<file path="src/rtl/core/assert_macros.svh">
// ----------------------------------------------------------------------------
// Assertion macros
// Shared concurrent assertion forms for the directory RTL.
// ----------------------------------------------------------------------------
`ifndef ASSERT_MACROS_SVH
`define ASSERT_MACROS_SVH

// antecedent true implies consequent true in the same cycle
`define ASSERT_IMPLIES(label, clk, rst, ante, cons) \
   label: assert property (@(posedge clk) disable iff (rst) (ante) |-> (cons)) \
      else $error("implication check failed");

// condition must never hold
`define ASSERT_NEVER(label, clk, rst, cond) \
   label: assert property (@(posedge clk) disable iff (rst) !(cond)) \
      else $error("forbidden condition seen");

`endif

</file>
<file path="src/rtl/core/hkd_pkg.sv">
// ----------------------------------------------------------------------------
// hkd_pkg
// Types and constants of the hashed key directory.
// ----------------------------------------------------------------------------
package hkd_pkg;

   // request operations; code 3 behaves as lookup
   localparam logic [1:0] FUNC_INSERT = 2'd0;
   localparam logic [1:0] FUNC_REMOVE = 2'd1;
   localparam logic [1:0] FUNC_LOOKUP = 2'd2;
   localparam logic [1:0] FUNC_SPARE  = 2'd3;

   // result status codes
   localparam logic [1:0] STATUS_MATCH = 2'd0;
   localparam logic [1:0] STATUS_FREE  = 2'd1;
   localparam logic [1:0] STATUS_FULL  = 2'd2;
   localparam logic [1:0] STATUS_EMPTY = 2'd3;

   // case folding
   localparam logic [7:0] CHAR_UPPER_A = 8'h41;
   localparam logic [7:0] CHAR_UPPER_Z = 8'h5A;
   localparam logic [7:0] CASE_OFFSET  = 8'h20;

   // one-at-a-time hash
   localparam int HASH_W        = 32;
   localparam int HASH_MIX_SHL  = 10;
   localparam int HASH_MIX_SHR  = 6;
   localparam int HASH_FIN_SHL0 = 3;
   localparam int HASH_FIN_SHR  = 11;
   localparam int HASH_FIN_SHL1 = 15;

   // remainder steps: product, quotient, subtract
   localparam int MOD_CYCLES = 3;
   localparam int MOD_CNT_W  = $clog2(MOD_CYCLES);

   // front-to-back queue
   localparam int QUEUE_DEPTH = 2;
   localparam int QUEUE_PTR_W = $clog2(QUEUE_DEPTH);
   localparam int QUEUE_CNT_W = $clog2(QUEUE_DEPTH + 1);

   typedef enum logic [2:0] {
      FRONT_IDLE,
      FRONT_HASH,
      FRONT_FINAL,
      FRONT_MOD,
      FRONT_PUSH
   } front_state_type;

   typedef enum logic [1:0] {
      BACK_CLEAR,
      BACK_IDLE,
      BACK_CHECK
   } back_state_type;

   // classification of a queued request
   typedef struct packed {
      logic [1:0] func;
      logic       empty;
   } entry_ctrl_type;

   localparam int CTRL_W = $bits(entry_ctrl_type);

   typedef struct packed {
      logic clearing;
      logic probing;
   } back_status_type;

endpackage

</file>
<file path="src/rtl/core/hkd_queue.sv">
// ----------------------------------------------------------------------------
// hkd_queue
// Short FIFO between the classifying front and the probing back.
// ----------------------------------------------------------------------------
module hkd_queue #(
   parameter int DATA_W = 53
) (
   input  logic              clock,
   input  logic              reset,
   input  logic              push_valid,
   output logic              push_ready,
   input  logic [DATA_W-1:0] push_data,
   output logic              pop_valid,
   input  logic              pop_ready,
   output logic [DATA_W-1:0] pop_data
);

   logic [DATA_W-1:0]               entry_ff [hkd_pkg::QUEUE_DEPTH];
   logic [hkd_pkg::QUEUE_PTR_W-1:0] wr_ptr_ff, wr_ptr_in;
   logic [hkd_pkg::QUEUE_PTR_W-1:0] rd_ptr_ff, rd_ptr_in;
   logic [hkd_pkg::QUEUE_CNT_W-1:0] count_ff, count_in;
   logic                            do_push, do_pop;

   localparam logic [hkd_pkg::QUEUE_PTR_W-1:0] PTR_LAST =
      hkd_pkg::QUEUE_PTR_W'(hkd_pkg::QUEUE_DEPTH - 1);

   assign push_ready = (count_ff != hkd_pkg::QUEUE_CNT_W'(hkd_pkg::QUEUE_DEPTH));
   assign pop_valid  = (count_ff != '0);
   assign pop_data   = entry_ff[rd_ptr_ff];
   assign do_push    = push_valid && push_ready;
   assign do_pop     = pop_valid && pop_ready;

   always_comb begin
      wr_ptr_in = wr_ptr_ff;
      rd_ptr_in = rd_ptr_ff;
      count_in  = count_ff;
      if (do_push) begin
         wr_ptr_in = (wr_ptr_ff == PTR_LAST) ? '0 : wr_ptr_ff + 1'b1;
      end
      if (do_pop) begin
         rd_ptr_in = (rd_ptr_ff == PTR_LAST) ? '0 : rd_ptr_ff + 1'b1;
      end
      if (do_push && !do_pop) begin
         count_in = count_ff + 1'b1;
      end else if (do_pop && !do_push) begin
         count_in = count_ff - 1'b1;
      end
   end

   always_ff @(posedge clock) begin
      if (reset) begin
         wr_ptr_ff <= '0;
         rd_ptr_ff <= '0;
         count_ff  <= '0;
      end else begin
         wr_ptr_ff <= wr_ptr_in;
         rd_ptr_ff <= rd_ptr_in;
         count_ff  <= count_in;
      end
   end

   always_ff @(posedge clock) begin
      if (do_push) begin
         entry_ff[wr_ptr_ff] <= push_data;
      end
   end

endmodule

</file>
<file path="config.mk">
export PLATFORM = sky130hd
export DESIGN_NAME = hkd_queue
export DESIGN_NICKNAME = d
export VERILOG_FILES = /design/src/rtl/core/assert_macros.svh /design/src/rtl/core/hkd_pkg.sv /design/src/rtl/core/hkd_queue.sv
export SDC_FILE = /design/constraint.sdc
export NUM_CORES = 1
export LEC_CHECK = 0
export BUFFER_PORTS_ARGS = -buffer_cell sky130_fd_sc_hd__buf_4
export CELL_PAD_IN_SITES_DETAIL_PLACEMENT = 1
export CELL_PAD_IN_SITES_GLOBAL_PLACEMENT = 1
export CORE_MARGIN = 2
export CORE_UTILIZATION = 47
export DETAILED_ROUTE_END_ITERATION = 16
export HOLD_SLACK_MARGIN = 0.02
export PLACE_DENSITY = 0.84
export SYNTH_ARGS = -nofsm -noshare
export SYNTH_HDL_FRONTEND = slang
export SYNTH_SLANG_ARGS = --single-unit
</file>
<file path="constraint.sdc">
create_clock -name clock -period 7 [get_ports clock]
set_input_delay 1.05 -clock clock [delete_from_list [all_inputs] [get_ports clock]]
set_output_delay 1.05 -clock clock [all_outputs]
set_load 0.1 [all_outputs]
</file>
# [Word level (Yosys, flattened, before mapping)]
# Memories as Yosys holds them, arrays and structs flattened. A register that Yosys moved wholly into a read port is not among the register bits.
# Cells that the tools add are included.
[word_totals] ff_bits=4 wordCells=25 mem_count=1 out_inout_bits=55 ramBits=106
[op_classes] mux=8 n_eq_ne=1 n_addsub=4 reduce_logical=8
[memory_table] name="entry_ff" words=2 word_bits=53 read_ports=1 rd_ports_with_merged_regs=1 wr=1 line_no="hkd_queue.sv:18" rtl="logic [DATA_W-1:0] entry_ff [hkd_pkg::QUEUE_DEPTH];"
[ops] operator="1-bit two-way mux" n=6
[ops] operator="1-bit logical AND" n=4
[ops] operator="2-bit two-way mux" n=2
[ops] operator="2-bit nonzero test" n=2
[ops] operator="1-bit adder, second input constant" n=2
[ops] operator="2-bit by 1-bit adder with 2-bit output, second input constant" n=1
[ops] operator="1-bit logical NOT" n=2
[ops] operator="2-bit inequality test, second input constant" n=1
[ops] operator="2-bit by 1-bit subtractor with 2-bit output, second input constant" n=1

# [Longest topological paths before layout]
[logic_depth] ltp_word=6 mapped_depth=6 depth_no_buf=6

# [Worst setup path after synthesis]
# Ideal clock, no wire load.
[synth_timing] kind="register -> register" startpoint="reg count_ff[0] (netlist bit)" endpoint="mem entry_ff[1][0] (enable)" period_less_slack_ns=3.088 arrival_ns=2.672 slack_ns=3.912 stages_incl_launch_ff=3 cell_sequence="dfxtp_1 nand2b_1 and3_1"
[synth_via] elab_chain_len=4
[synth_rtl] element="start, declared" line_no="hkd_queue.sv:21" rtl="logic [hkd_pkg::QUEUE_CNT_W-1:0] count_ff, count_in;"
[synth_rtl] element="start signal, assigned" line_no="hkd_queue.sv:58" rtl="count_ff <= count_in;"
[synth_rtl] element="2-bit inequality test" line_no="hkd_queue.sv:27" rtl="assign push_ready = (count_ff != hkd_pkg::QUEUE_CNT_W'(hkd_pkg::QUEUE_DEPTH));"
[synth_rtl] element="named net push_ready" line_no="hkd_queue.sv:11" rtl="output logic push_ready,"
[synth_rtl] element="1-bit logical AND" line_no="hkd_queue.sv:30" rtl="assign do_push = push_valid && push_ready;"
[synth_rtl] element="1-bit two-way mux" line_no="hkd_queue.sv:63" rtl="if (do_push) begin"
[synth_rtl] element="1-bit two-way mux (not written as such)" line_no="hkd_queue.sv:64" rtl="entry_ff[wr_ptr_ff] <= push_data;"
[synth_rtl] element="end, declared" line_no="hkd_queue.sv:18"
# The timed path passes the listed nets, and every way through them passes these cells.

==> impl_metrics.yaml <==
clocking:
  cts.path.max_buffers: 2
  postCtsResizedCells: 0
  root_buffer: "clkbuf_8"
  cts_buffers: 9
  cts_setup_buffers: 0
  clkLatencyLatePin_ns: 0.35
  clk_pin_slew_ns: 0.09
  ctsHoldBuffers: 0
  cts_htree_levels: 3
  cts_tree: "built"
  clock_sinks: 111
setup_path:
  worstSetupEndpointType: "primary output"
  path_cells: "buf_4, mux2_2, buf_4"
  critPathMaxStageDelay_ns: 0.58
  critPathMostFrequentCell: "buf_4"
  critPathSlowestCell: "buf_4"
  regToRegSetupSlack_ns: 4.84
  worstPathArrival_ns: 1.94
  r2r_start: "count_ff[0]"
  critPathRequiredTime_ns: 5.95
  startpoint_type: "flip-flop"
  crit_path_max_fanout: 53
  worstSetupPathType: "reg2out"
  worst_r2r_path_depth: 3
  r2r_end: "entry_ff[1][37]"
global_routing:
  grt_pass1_vias: 2313
  grt_max_degree: 54
  grt-ovfl-total: 0
  grt_pass1_wl_um: 12390
  antenna_found_initial: 0
  gr-usage-all-layers_pct: 17.13
layout:
  fin_area_um2: 5149
  final_cells: 416
  drive_gt1_share_pct: 59.49
  diodes: 0
  most-common-layout-cells: "buf_4, edfxtp_1, mux2_2"
  mostFrequentLayoutCell: "buf_4"
  syn2layout_area_growth_pct: 27.36
  layout.nets: 365
detailed_routing:
  antenna_left: 0
  routed_wl_um: 7745
  drcViolationCount: 0
  dr_total_vias: 2124
  drt_iter0_markers: 105
  via_per_inst: 5.106
  post_drt_wl_per_cell_um: 18.62
  drt_first_pass_iters: 4
timing:
  fmax_ghz: 0.3350
  setup_viol: 0
  fin_crit_sh_pct: 42.65
  skew_ns: 0.01235
  hold_viol_final: 0
  period_needed_ns: 2.985
  finalSetupTns_ns: 0
  slew_headroom_pct: 20.55
  grt_setup_unrepaired: "no"
  worst_pin_slew_ns: 1.190
  slew_violations: 0
status:
  status: "completed"
synth:
  synthCells: 189
  synth.area.top_cells: "edfxtp_1, mux2_2, dfxtp_1"
  synth-seq-cells: 111
  synth.top_cell.area_share_pct: 78.74
  synth_cell_type_count: 18
  synth_top_area_cell: "edfxtp_1"
  synth_nets: 247
  yosysWarnings: 0
  yosysSeqAreaShare_pct: 81.21
  syn_avg_cell_area_um2: 21.39
  synth_area_um2: 4043
die:
  die_area_um2: 9360
  core-area_um2: 8258
  rows: 33
  die_y_um: 96.75
  start_util_pct: 48.95
  ios: 112
  die_x_um: 96.75
min_path:
  hold_start: "rd_ptr_ff"
  hold-path-cell-count: 2
  holdCritPathClass: "reg2reg"
  whs_endpoint: "rd_ptr_ff"
placed_design:
  placed_area_um2: 4985
  io_buffers: 111
  gp_congestion: 0.6917
  dp_hpwl_um: 5248
  dp.cells: 401
run:
  maxCapViolations: 0
==> cell type report <==
| class | count | area, µm² |
|---|---|---|
| Clock buffer | 10 | 127.6 |
| Inverter | 1 | 3.754 |
| Timing Repair Buffer | 113 | 848.3 |
| Fill cell | 763 | 3109 |
| Multi-Input combinational cell | 71 | 716.9 |
| Tap cell | 105 | 131.4 |
| Sequential cell | 111 | 3284 |
| Clock inverter | 5 | 36.28 |
==> metrics by stage <==
| step | util, % | hold WS, ns | setup slack (ns) |
|---|---|---|---|
| 3_3_place_gp | 60.36 | 0.4843 | 4.370 |
| 3_5_place_dp | 60.36 | 0.5147 | 4.335 |
| 5_1_grt | 62.35 | 0.5993 | 3.891 |
| 2_1_floorplan | - | 0.4705 | 3.912 |
| 6_report | 62.35 | 0.5380 | 4.015 |
| 4_1_cts | 62.35 | 0.5423 | 3.991 |
==> cell families after synthesis <==
family / Yosys count / share of synthesized area [%]
xor+xnor: 3 / 0.6501
compound gates: 5 / 0.7428
simple gates: 9 / 1.239
buf+inv: 7 / 1.083
fa+ha+maj: 1 / 0.3095
flops: 111 / 81.21
mux: 53 / 14.76
==> cells in the mapped netlist <==
cell type    n
or3_1        1
and3_1       1
buf_2        2
inv_1        1
and2_1       1
nor2_1       3
buf_4        4
or2_2        1
dfxtp_1      5
xor2_1       3
mux2_2      53
edfxtp_1   106
nand3b_1     1
a21oi_1      2
ha_1         1
o21ai_0      2
a21bo_2      1
nand2b_1     1
==> worst max-delay path, delay by kind of cell (launching register included) <==
| kind | cells | cell delay [ns] |
|---|---|---|
| buffers and inverters | 2 | 0.82 |
| DFF | 1 | 0.32 |
| muxes | 1 | 0.44 |
==> registers in the layout, indices dropped and copies added (netlist names), named ones only <==
name / cells
entry_ff: 106
count_ff: 2
rd_ptr_ff: 1
wr_ptr_ff: 1
==> metal layers <==
metal  wire length (µm)  track usage (%)  up-vias
met5                  0                0        -
met4                116            5.525        0
met3                445            3.974       11
met2               4064            29.06       75
met1               3117            21.97     1066
li1                   -                -      972
==> worst max path at each step <==
stage                startpoint              end  slack [ns]  cells after the start
global placement     push_valid  entry_ff[1][42]        4.37                      3
finish                flip-flop     pop_data[48]        4.01                      3
global route          flip-flop     pop_data[39]        3.89                      3
CTS                   flip-flop     pop_data[48]        3.99                      3
floorplan           count_ff[0]   entry_ff[1][0]        3.91                      2
detailed placement   push_valid  entry_ff[1][11]        4.34                      3
Power is not shown: default switching activity piles up to over one toggle a cycle in this logic, so the estimate is an artifact.
