<file path="src/rtl/core/assert_macros.svh">
// ----------------------------------------------------------------------------
// Assertion macros
// Shared concurrent assertion forms for the directory RTL.
// ----------------------------------------------------------------------------
`ifndef ASSERT_MACROS_SVH
`define ASSERT_MACROS_SVH

// antecedent true implies consequent true in the same cycle
`define ASSERT_IMPLIES(label, clk, rst, ante, cons) \
   label: assert property (@(posedge clk) disable iff (rst) (ante) |-> (cons)) \
      else $error("implication check failed");

// condition must never hold
`define ASSERT_NEVER(label, clk, rst, cond) \
   label: assert property (@(posedge clk) disable iff (rst) !(cond)) \
      else $error("forbidden condition seen");

`endif

</file>
<file path="src/rtl/core/hkd_pkg.sv">
// ----------------------------------------------------------------------------
// hkd_pkg
// Types and constants of the hashed key directory.
// ----------------------------------------------------------------------------
package hkd_pkg;

   // request operations; code 3 behaves as lookup
   localparam logic [1:0] FUNC_INSERT = 2'd0;
   localparam logic [1:0] FUNC_REMOVE = 2'd1;
   localparam logic [1:0] FUNC_LOOKUP = 2'd2;
   localparam logic [1:0] FUNC_SPARE  = 2'd3;

   // result status codes
   localparam logic [1:0] STATUS_MATCH = 2'd0;
   localparam logic [1:0] STATUS_FREE  = 2'd1;
   localparam logic [1:0] STATUS_FULL  = 2'd2;
   localparam logic [1:0] STATUS_EMPTY = 2'd3;

   // case folding
   localparam logic [7:0] CHAR_UPPER_A = 8'h41;
   localparam logic [7:0] CHAR_UPPER_Z = 8'h5A;
   localparam logic [7:0] CASE_OFFSET  = 8'h20;

   // one-at-a-time hash
   localparam int HASH_W        = 32;
   localparam int HASH_MIX_SHL  = 10;
   localparam int HASH_MIX_SHR  = 6;
   localparam int HASH_FIN_SHL0 = 3;
   localparam int HASH_FIN_SHR  = 11;
   localparam int HASH_FIN_SHL1 = 15;

   // remainder steps: product, quotient, subtract
   localparam int MOD_CYCLES = 3;
   localparam int MOD_CNT_W  = $clog2(MOD_CYCLES);

   // front-to-back queue
   localparam int QUEUE_DEPTH = 2;
   localparam int QUEUE_PTR_W = $clog2(QUEUE_DEPTH);
   localparam int QUEUE_CNT_W = $clog2(QUEUE_DEPTH + 1);

   typedef enum logic [2:0] {
      FRONT_IDLE,
      FRONT_HASH,
      FRONT_FINAL,
      FRONT_MOD,
      FRONT_PUSH
   } front_state_type;

   typedef enum logic [1:0] {
      BACK_CLEAR,
      BACK_IDLE,
      BACK_CHECK
   } back_state_type;

   // classification of a queued request
   typedef struct packed {
      logic [1:0] func;
      logic       empty;
   } entry_ctrl_type;

   localparam int CTRL_W = $bits(entry_ctrl_type);

   typedef struct packed {
      logic clearing;
      logic probing;
   } back_status_type;

endpackage

</file>
<file path="src/rtl/core/hkd_front.sv">
// ----------------------------------------------------------------------------
// hkd_front
// Accepts requests, folds the key, hashes it and reduces it to a start slot.
// ----------------------------------------------------------------------------
module hkd_front #(
   parameter int TABLE_SLOTS = 1024,
   parameter int KEY_CHARS   = 5,
   parameter int SLOT_W      = $clog2(TABLE_SLOTS),
   parameter int KEY_W       = 8 * KEY_CHARS
) (
   input  logic                   clock,
   input  logic                   reset,
   input  logic                   req_valid,
   output logic                   req_ready,
   input  logic [1:0]             req_func,
   input  logic [KEY_W-1:0]       req_key,
   input  hkd_pkg::back_status_type back_status,
   output logic                   push_valid,
   input  logic                   push_ready,
   output hkd_pkg::entry_ctrl_type push_ctrl,
   output logic [KEY_W-1:0]       push_key,
   output logic [SLOT_W-1:0]      push_start
);

   localparam int  CHAR_IDX_W = (KEY_CHARS > 1) ? $clog2(KEY_CHARS) : 1;
   localparam bit  IS_POW2    = ((TABLE_SLOTS & (TABLE_SLOTS - 1)) == 0);
   localparam int  MUL_W      = 2 * hkd_pkg::HASH_W;
   localparam int  PROD_W     = MUL_W + 1;
   // ceil(2^(HASH_W+SLOT_W) / TABLE_SLOTS): exact quotient for any 32-bit hash
   localparam logic [63:0] RECIP =
      ((64'd1 << (hkd_pkg::HASH_W + SLOT_W)) + 64'(TABLE_SLOTS) - 64'd1) /
      64'(TABLE_SLOTS);
   localparam logic [hkd_pkg::HASH_W-1:0] RECIP_LO = RECIP[hkd_pkg::HASH_W-1:0];
   localparam logic                       RECIP_HI = RECIP[hkd_pkg::HASH_W];
   localparam logic [SLOT_W-1:0]          DIV_LO   = SLOT_W'(TABLE_SLOTS);

   hkd_pkg::front_state_type state_ff, state_in;
   logic [KEY_W-1:0]                 key_ff, key_in;
   logic [1:0]                       func_ff, func_in;
   logic [hkd_pkg::HASH_W-1:0]       hash_ff, hash_in;
   logic [PROD_W-1:0]                prod_ff, prod_in;
   logic [hkd_pkg::HASH_W-1:0]       quot_ff, quot_in;
   logic [SLOT_W-1:0]                start_ff, start_in;
   logic [CHAR_IDX_W-1:0]            char_idx_ff, char_idx_in;
   logic [hkd_pkg::MOD_CNT_W-1:0]    mod_cnt_ff, mod_cnt_in;
   logic [KEY_W-1:0]                 key_fold;

   // lower-case fold, each byte on its own
   always_comb begin
      for (int i = 0; i < KEY_CHARS; i++) begin
         if (req_key[8*i +: 8] >= hkd_pkg::CHAR_UPPER_A &&
             req_key[8*i +: 8] <= hkd_pkg::CHAR_UPPER_Z) begin
            key_fold[8*i +: 8] = req_key[8*i +: 8] + hkd_pkg::CASE_OFFSET;
         end else begin
            key_fold[8*i +: 8] = req_key[8*i +: 8];
         end
      end
   end

   always_ff @(posedge clock) begin
      if (reset) begin
         state_ff    <= hkd_pkg::FRONT_IDLE;
         char_idx_ff <= '0;
         mod_cnt_ff  <= '0;
      end else begin
         state_ff    <= state_in;
         char_idx_ff <= char_idx_in;
         mod_cnt_ff  <= mod_cnt_in;
      end
   end

   always_ff @(posedge clock) begin
      key_ff   <= key_in;
      func_ff  <= func_in;
      hash_ff  <= hash_in;
      prod_ff  <= prod_in;
      quot_ff  <= quot_in;
      start_ff <= start_in;
   end

   always_comb begin
      logic [hkd_pkg::HASH_W-1:0] h;
      logic [MUL_W-1:0]           p;
      logic [PROD_W-1:0]          sum;
      state_in    = state_ff;
      key_in      = key_ff;
      func_in     = func_ff;
      hash_in     = hash_ff;
      prod_in     = prod_ff;
      quot_in     = quot_ff;
      start_in    = start_ff;
      char_idx_in = char_idx_ff;
      mod_cnt_in  = mod_cnt_ff;
      req_ready   = 1'b0;
      push_valid  = 1'b0;
      h           = hash_ff;
      p           = '0;
      sum         = '0;
      unique case (state_ff)
         hkd_pkg::FRONT_IDLE: begin
            req_ready = !back_status.clearing;
            if (req_valid && !back_status.clearing) begin
               key_in      = key_fold;
               func_in     = req_func;
               hash_in     = '0;
               char_idx_in = CHAR_IDX_W'(KEY_CHARS - 1);
               state_in    = hkd_pkg::FRONT_HASH;
            end
         end
         hkd_pkg::FRONT_HASH: begin
            // one character per cycle, first character in the top byte
            h = hash_ff + hkd_pkg::HASH_W'(key_ff[8*char_idx_ff +: 8]);
            h = h + (h << hkd_pkg::HASH_MIX_SHL);
            h = h ^ (h >> hkd_pkg::HASH_MIX_SHR);
            hash_in = h;
            if (char_idx_ff == '0) begin
               state_in = hkd_pkg::FRONT_FINAL;
            end else begin
               char_idx_in = char_idx_ff - 1'b1;
            end
         end
         hkd_pkg::FRONT_FINAL: begin
            h = hash_ff + (hash_ff << hkd_pkg::HASH_FIN_SHL0);
            h = h ^ (h >> hkd_pkg::HASH_FIN_SHR);
            h = h + (h << hkd_pkg::HASH_FIN_SHL1);
            hash_in = h;
            if (IS_POW2) begin
               start_in = h[SLOT_W-1:0];
               state_in = hkd_pkg::FRONT_PUSH;
            end else begin
               mod_cnt_in = '0;
               state_in   = hkd_pkg::FRONT_MOD;
            end
         end
         hkd_pkg::FRONT_MOD: begin
            // reciprocal multiply: product, quotient, then hash - quotient * slots
            priority if (mod_cnt_ff == '0) begin
               p          = MUL_W'(hash_ff) * MUL_W'(RECIP_LO);
               prod_in    = {1'b0, p};
               mod_cnt_in = mod_cnt_ff + 1'b1;
            end else if (mod_cnt_ff == hkd_pkg::MOD_CNT_W'(1)) begin
               sum = prod_ff +
                     (RECIP_HI ? {1'b0, hash_ff, {hkd_pkg::HASH_W{1'b0}}} : '0);
               quot_in    = hkd_pkg::HASH_W'(sum >> (hkd_pkg::HASH_W + SLOT_W));
               mod_cnt_in = mod_cnt_ff + 1'b1;
            end else begin
               // remainder is below the slot count, so the low bits suffice
               start_in = hash_ff[SLOT_W-1:0] - SLOT_W'(quot_ff[SLOT_W-1:0] * DIV_LO);
               state_in = hkd_pkg::FRONT_PUSH;
            end
         end
         hkd_pkg::FRONT_PUSH: begin
            push_valid = 1'b1;
            if (push_ready) begin
               state_in = hkd_pkg::FRONT_IDLE;
            end
         end
         default: begin
            state_in = hkd_pkg::FRONT_IDLE;
         end
      endcase
   end

   assign push_ctrl.func  = func_ff;
   assign push_ctrl.empty = (key_ff[KEY_W-1 -: 8] == 8'h00);
   assign push_key        = key_ff;
   assign push_start      = start_ff;

endmodule

</file>
<file path="config.mk">
export PLATFORM = sky130hd
export DESIGN_NAME = hkd_front
export DESIGN_NICKNAME = d
export VERILOG_FILES = /design/src/rtl/core/assert_macros.svh /design/src/rtl/core/hkd_pkg.sv /design/src/rtl/core/hkd_front.sv
export SDC_FILE = /design/constraint.sdc
export NUM_CORES = 1
export LEC_CHECK = 0
export ABC_AREA = 1
export BUFFER_PORTS_ARGS = -buffer_cell sky130_fd_sc_hd__buf_4
export CORE_MARGIN = 4
export CORE_UTILIZATION = 55
export DETAILED_ROUTE_END_ITERATION = 10
export PLACE_DENSITY = 0.82
export SLEW_MARGIN = 15
export SYNTH_ARGS = -nofsm -noshare
export SYNTH_HDL_FRONTEND = slang
export SYNTH_SLANG_ARGS = --single-unit
</file>
<file path="constraint.sdc">
create_clock -name clock -period 8.9 [get_ports clock]
set_clock_uncertainty 0.2 [all_clocks]
set_input_delay 0.89 -clock clock [delete_from_list [all_inputs] [get_ports clock]]
set_output_delay 0.89 -clock clock [all_outputs]
set_load 0.01 [all_outputs]
</file>
# Yosys cells after proc, flatten, opt, wreduce, memory -nomap -nowiden

Cells that the tools add are included.

Register bits after elaboration: 92
Input bits: 48

Add/subtract/negate cells: 11
Order comparisons: 10
Equal/unequal tests: 11
Shift-type cells: 1
Mux-type cells: 23
Bitwise operators: 2
Reductions and logical operators: 21

Operators by type and width:

| cell                  | count |
|---|---|
| $add A32 B32 Y32      | 3 |
| $pmux W32 S3          | 1 |
| $add A8 B6 Y8 const B | 5 |
| $ge A8 B7 Y1 const B  | 5 |
| $le A8 B7 Y1 const B  | 5 |
| $mux W8               | 5 |
| $shiftx A40 B7 Y8     | 1 |
| $add A32 B8 Y32       | 1 |
| $mux W32              | 1 |
| $xor A32 B21 Y32      | 1 |
| $xor A32 B26 Y32      | 1 |
| $mux W3               | 7 |
| $mux W10              | 2 |
| $pmux W10 S2          | 1 |
| $pmux W3 S5           | 1 |
| $ne A2 B2 Y1 const B  | 6 |
| $logic_not A8 Y1      | 1 |
| $eq A3 B2 Y1 const B  | 2 |
| $logic_and A1 B1 Y1   | 6 |
| $logic_not A3 Y1      | 2 |
| $pmux W3 S2           | 1 |
| $reduce_and A2 Y1     | 3 |
| $reduce_and A3 Y1     | 2 |
| $reduce_bool A2 Y1    | 3 |
| 11 further kinds      | 13 |

# Depth between registers and ports, before layout

Gate-level depths: netlist of the first run.

Depth after elaboration: 5
Mapped depth: 34
Depth with buffers taken out: 34

# Worst setup path before layout of the first run

Ideal clock, no wire load.

Kind: reg-to-reg
Start: register char_idx_ff[0]
End: register hash_ff[31] (netlist name), data pin
Setup time: 0.261 ns
Arrival time: 4.491 ns
Required time: 8.439 ns
Setup slack: 3.948 ns
Stages on the path, launching flop included: 30
Buffers on the path: 2
Clock period less this slack: 4.952 ns
Path through: dfxtp_1 clkbuf_1 clkinv_1 clkbuf_1 nand2_1 a221o_1 o31ai_1 ha_1 inv_1 fa_1 inv_1 nand2_1 nand2_1 nand3_1 nand2_2 inv_1 nor3_1 nand2_1 nor3_1 nand4_1 xor2_1 inv_1 ha_1 nand2_1 nor3_1 nand3_1 nand3_1 o21ai_1 nand3_1 o21ai_0

Word-level cells in the longest chain between the ends: 5

RTL lines:

| what                       | line             | text |
|---|---|---|
| start: declaration         | hkd_front.sv:44  | `logic [CHAR_IDX_W-1:0] char_idx_ff, char_idx_in;` |
| start signal: assignment   | hkd_front.sv:67  | `char_idx_ff <= char_idx_in;` |
| $shiftx A40 B7 Y8          | hkd_front.sv:112 | `h = hash_ff + hkd_pkg::HASH_W'(key_ff[8*char_idx_ff +: 8]);` |
| $add A32 B8 Y32            | hkd_front.sv:112 |  |
| $add A32 B32 Y32           | hkd_front.sv:113 | `h = h + (h << hkd_pkg::HASH_MIX_SHL);` |
| $xor A32 B26 Y32           | hkd_front.sv:114 | `h = h ^ (h >> hkd_pkg::HASH_MIX_SHR);` |
| $pmux W32 S3               | hkd_front.sv:99  | `unique case (state_ff)` |
| named net hash_in, one bit | hkd_front.sv:40  | `logic [hkd_pkg::HASH_W-1:0] hash_ff, hash_in;` |
| end signal: assignment     | hkd_front.sv:75  | `hash_ff <= hash_in;` |
| end: declaration           | hkd_front.sv:40  |  |

The timed path passes the listed nets, and every way through them passes these cells.
A chain may end at the register's enable or synchronous reset.

# Final worst setup path of the first run

Start: register char_idx_ff[0]
End: register hash_ff[23] (netlist name), data pin

The elaborated chain is that of the path after synthesis.

==> results of run 1 <==
## synth_stat cells (all sizes together), types with 6 or more instances
master and count:
nor3 30, clkbuf 13, dfxtp 8, o21bai 15, a21oi 99, nand3 91
ha 79, o21ai 63, xor2 53, xnor2 25, nand4 19, nand2 360
o211ai 7, edfxtp 84, or2 6, nor2 106, o31ai 10, inv 192
o22ai 6, a221o 9
## through the flow
step,util (%),cell area (um^2)
6_report,63.99,10610
5_1_grt,63.99,10610
4_1_cts,63.99,10610
3_5_place_dp,62.11,10300
3_3_place_gp,62.11,10300
2_1_floorplan,-,9285
## worst max-delay path, delay by kind of cell, from the launching register on
kind	cells	cell delay, ns
flops	1	0.75
compound gates	1	0.13
buf+inv	5	1.04
xor+xnor	2	0.68
simple gates	16	2.32
fa+ha+maj	2	0.78
## cell families (layout without fill, tap and decap cells)
group / count (synthesis) / count (layout) / synth area share (%)
xor+xnor: 79 / 79 / 7.775
buf+inv: 208 / 315 / 8.422
flops: 92 / 92 / 28.89
fa+ha+maj: 83 / 83 / 11.51
compound gates: 226 / 226 / 14.35
simple gates: 626 / 626 / 29.05
## flip-flops by register name, indices dropped and copies added (netlist names)
register	cells
state_ff	3
mod_cnt_ff	2
hash_ff	32
char_idx_ff	3
func_ff	2
push_key	40
push_start	10
## worst max path at each step
stage | start | endpoint | slack, ns | cells after the start
3_5_place_dp | char_idx_ff[0] | hash_ff[17] | 2.99 | 23
5_1_grt | char_idx_ff[0] | hash_ff[31] | 2.21 | 23
6_report | char_idx_ff[0] | hash_ff[23] | 2.85 | 26
2_1_floorplan | char_idx_ff[0] | hash_ff[31] | 3.95 | 29
3_3_place_gp | char_idx_ff[0] | hash_ff[23] | 3.11 | 23
4_1_cts | char_idx_ff[0] | hash_ff[23] | 2.95 | 23
## power by group through the flow
stage,logic (mW),clock network (mW),registers [mW]
2_1_floorplan,1.71,0,0.591
3_3_place_gp,2.24,0,0.612
3_5_place_dp,2.28,0,0.613
4_1_cts,2.32,0.399,0.603
5_1_grt,2.62,0.421,0.611
6_report,2.38,0.399,0.607
## layout make-up
type / count / area share, %
clock buffer: 9 / 2.122
multi-input combinational: 1014 / 54.90
inverter: 194 / 6.862
clock inverter: 7 / 0.8136
sequential: 92 / 25.28
timing repair buffer: 105 / 7.428
tap: 220 / 2.594
## routing by layer
metal | vias up | track usage (%)
li1 | 4610 | -
met1 | 4215 | 41.34
met2 | 438 | 48.67
met3 | 67 | 5.189
met4 | 0 | 10.92
met5 | - | 0
==> impl_metrics.ini, run 1 <==
[final_layout]
layout.cells.most_common = nand2_1
num-fill-cells = 1520
seq_area_um2 = 2683
drive_gt1_share_pct = 12.10
syn_to_final_growth_pct = 14.28
fin_cells = 1641
final_nets = 1547
multiInputGateArea_um2 = 5826
final_cell_mix = nand2_1, inv_1, buf_4
antenna_cells = 0

[detailed_routing]
routed_via_density = 5.686
top_layer_used = met4
drt-total-wl_um = 28700
num_vias = 9330
m1WireLength_um = 12180
drtIter0Drc = 843
wl_met2_um = 13010
drcViolationCount = 0
route.detailed.wl_per_inst_um = 17.49
antenna_left = 0
drt-pass1-iter-count = 5
route.met3.wl_um = 2497

[sta]
hold_viol_final = 0
period_needed_ns = 6.050
maxSlewViolCount = 0
fmax_mhz = 165.3
rsz0062_at_grt = false
whs_ns = 0.2887
setup_violations = 0
fin_setup_tns_ns = 0
relSlewSlack_pct = 45.57
tightestPinTransition_ns = 0.8134
final.period_utilization_pct = 67.98
finalWorstSetupSlack_ns = 2.850

[floorplanning]
core_region_area_um2 = 16580
die_area_um2 = 19020
num_rows = 47
initial_core_util_pct = 55.99
die_x_um = 137.9
die_y_um = 137.9
pin_count = 103

[pwr]
p_sw_share_pct = 54.06
vdd_drop_max_v = 0.0001437
p_comb_share_pct = 70.2
p_leak_nw = 5.148
pwr-share-clk_pct = 11.8
p_int_mw = 1.553
power.density_nw_per_um2 = 318.7
design_power_total_mw = 3.381
seq_power_share_pct = 18.0
p_sw_mw = 1.828

[synthesis]
ys.flop_type = edfxtp_1
async_reset_ff_share_pct = 0
synth-seq-cells = 92
postSynthCellCount = 1314
yosys.area.top_type = edfxtp_1
ys_types = 49
syn_avg_cell_area_um2 = 7.066
syn_nets = 1445
synth_top_area_share_pct = 27.17
ys_seq_area_share_pct = 28.89
ys_top_cells_by_area = edfxtp_1, nand2_1, ha_1
syn_area_um2 = 9285
synth-warning-count = 0
synth-edff-count = 84

[status]
status = complete, no violations

[placed_design]
dp.cells = 1625
portBuffers = 101
dp.final_hpwl_um = 23350
pre_cts_ws_ns = 2.989
globalplace.congestion = 0.9700

[min_path]
min_delay_path_depth = 2
hold_start = mod_cnt_ff[1]
hold_end = mod_cnt_ff[1]
min_path_type = flop to flop

[critical_path]
crit_slowest_cell = dfxtp_1
ff2ff_path_depth = 26
critPathMaxStageDelay_ns = 0.75
reg2reg_slack_ns = 2.85
cp_common_cell = nand2_1
cp-start-kind = flop
cp.required_ns = 8.92
critPathKind = flop to flop
crit_fanout = 19
cp.arrival_ns = 6.07
reg2reg_from = char_idx_ff[0]
end_kind = flop
rr_endpoint = hash_ff[23]

[clocking]
holdBufCountCts = 0
cts_setup_buffers = 0
cts_max_path_buffers = 2
cts_buffers = 9
htree_num_levels = 3
clock_sinks = 92
cts.clk_slew.worst_paths_ns = 0.08
cts_tree = done
clock_latency_ns = 0.36
root_buffer = clkbuf_16
cts_resized = 0

[global_route]
grt.overflow.total = 0
antenna_found_initial = 0
grt_pass1_vias = 8708
grt_use_total_pct = 30.33
grt_max_degree = 45
grt_pass1_wl_um = 44810

[flow_run]
cap_violations = 0
Note: power is estimated with default switching activity, not from simulation.
==> run 2: changes to the inputs <==
==> constraint.sdc (replaced) <==
create_clock -name clock -period 5.63 [get_ports clock]
set_clock_uncertainty 0.2 [all_clocks]
set_input_delay 0.563 -clock clock [delete_from_list [all_inputs] [get_ports clock]]
set_output_delay 0.563 -clock clock [all_outputs]
set_load 0.01 [all_outputs]
==> run 2 against run 1 <==
- final area grew 1.6%
- fmax grew 16%
- non-clock buffer count grew 20
- clock-buffer cell count is the same
- register-to-register slack lost 2.4 ns
- via count grew 1.7%
- critical path depth is the same
- final cell count grew 1.2%
- combinational power grew 59%
- global-route usage shrank 0.29 points
- sequential power grew 57%
- critical endpoint is now hash_ff[9]
- largest power group unchanged
==> impl_metrics.ini, run 2 (synthesis gave the netlist of run 1 again) <==
[critical_path]
cp.required_ns = 5.51
cp.arrival_ns = 5.09
rr_endpoint = hash_ff[9]
critPathKind = flop to flop
end_kind = flop
reg2reg_slack_ns = 0.42
crit_fanout = 7
cp-start-kind = flop
reg2reg_from = char_idx_ff[0]
ff2ff_path_depth = 26

[floorplanning]
num_rows = 47
initial_core_util_pct = 55.99
core_region_area_um2 = 16580
pin_count = 103
die_x_um = 137.9
die_area_um2 = 19020
die_y_um = 137.9

[final_layout]
num-fill-cells = 1458
antenna_cells = 0
largest_reg_flops = 40
layout.cells.most_common = nand2_1
final_nets = 1567
fin_util_pct = 65.01
final_cell_mix = nand2_1, inv_1, buf_4
multiInputGateArea_um2 = 5849
syn_to_final_growth_pct = 16.12
seq_area_um2 = 2684
final_cell_area_um2 = 10780
drive_gt1_share_pct = 13.81
fin_cells = 1661

[pwr]
vdd_drop_max_v = 0.0002333
p_leak_nw = 5.251
design_power_total_mw = 5.353
power.density_nw_per_um2 = 496.5

[min_path]
hold_start = req_func[0]
min_path_type = input pin to flop
min_delay_path_depth = 1
hold_end = func_ff[0]

[detailed_routing]
antenna_left = 0
drt-pass1-iter-count = 6
m1WireLength_um = 12090
routed_via_density = 5.714
drtIter0Drc = 899
top_layer_used = met4
drcViolationCount = 0
drt-total-wl_um = 28330
route.detailed.wl_per_inst_um = 17.06
num_vias = 9491
wl_met2_um = 13240
route.met3.wl_um = 2387

[clocking]
root_buffer = clkbuf_16
cts.clk_slew.worst_paths_ns = 0.08
htree_num_levels = 3
holdBufCountCts = 0
cts_tree = done
clock_latency_ns = 0.35
cts_max_path_buffers = 2
cts_buffers = 9
clock_sinks = 92

[sta]
fin_setup_tns_ns = 0
relSlewSlack_pct = 46.56
tightestPinTransition_ns = 0.7987
rsz0062_at_grt = false
maxSlewViolCount = 0
setup_violations = 0
final.period_utilization_pct = 92.49
period_needed_ns = 5.207
hold_viol_final = 0
fmax_mhz = 192.0

[global_route]
grt_pass1_wl_um = 44300
grt_pass1_vias = 8845
grt.overflow.total = 0
antenna_found_initial = 0
grt_use_total_pct = 30.04
grt_max_degree = 45

[placed_design]
globalplace.congestion = 0.9616
place_area_um2 = 10430
portBuffers = 101
dp.cells = 1642
dp.final_hpwl_um = 23480

[status]
status = complete, no violations

[flow_run]
cap_violations = 0
==> run 2: metrics by stage <==
step | hold slack (ns) | worst slack (ns)
floorplan | 0.2555 | 0.6777
global placement | 0.2703 | 0.4747
detailed placement | 0.2957 | 0.3483
CTS | 0.1760 | 0.3316
global route | 0.1822 | 0.01585
finish | 0.1853 | 0.4229
==> run 2: what timing repair did <==
action	in CTS	in global routing
setup buffers	0	3
endpoints found under the setup margin	0	14
gates resized for setup	0	8
==> run 2: worst max path at each step <==
stage / to / start / cells past startpoint
after floorplan: hash_ff[31] / char_idx_ff[0] / 29
after global placement: hash_ff[29] / hash_ff[5] / 33
after detailed placement: hash_ff[29] / hash_ff[5] / 33
after CTS: hash_ff[29] / hash_ff[5] / 33
after global routing: hash_ff[29] / hash_ff[2] / 33
final: hash_ff[9] / char_idx_ff[0] / 26
==> run 2: routing by layer <==
layer	vias up	GRT usage (%)
met5	-	0
met4	0	8.288
met2	421	50.60
met1	4384	40.55
li1	4639	-
met3	47	4.282
==> run 2: critical path, cell delays in order (launching register included) <==
cell	delay, ns
dfxtp_1	0.32
clkinv_1	0.14
buf_4	0.17
nand2_1	0.05
a221o_1	0.35
o31ai_2	0.08
ha_1	0.22
inv_1	0.06
fa_1	0.38
inv_1	0.07
nand2_1	0.06
nand2_1	0.10
nand3_1	0.10
nand2_2	0.09
inv_1	0.08
nor3_1	0.25
xor2_1	0.36
ha_1	0.34
a21oi_1	0.15
and2_1	0.18
inv_1	0.10
nand4_1	0.12
nand2_2	0.12
xnor2_1	0.28
inv_1	0.13
o21ai_0	0.30
o21ai_0	0.14
==> run 2: final cells by class <==
type / instances / area share (%)
Clock inverter: 7 / 0.7543
Tap cell: 220 / 2.553
Timing Repair Buffer: 125 / 8.704
Inverter: 194 / 6.754
Sequential cell: 92 / 24.89
Multi-Input combinational cell: 1014 / 54.25
Clock buffer: 9 / 2.089
==> run 2: report_power, final <==
part	total (mW)	switching, mW	internal, mW	leakage [nW]
clock network	0.620	0.303	0.317	0.150
registers	0.953	0.0934	0.859	0.863
logic	3.78	2.46	1.32	4.24
total	5.35	2.85	2.50	5.25
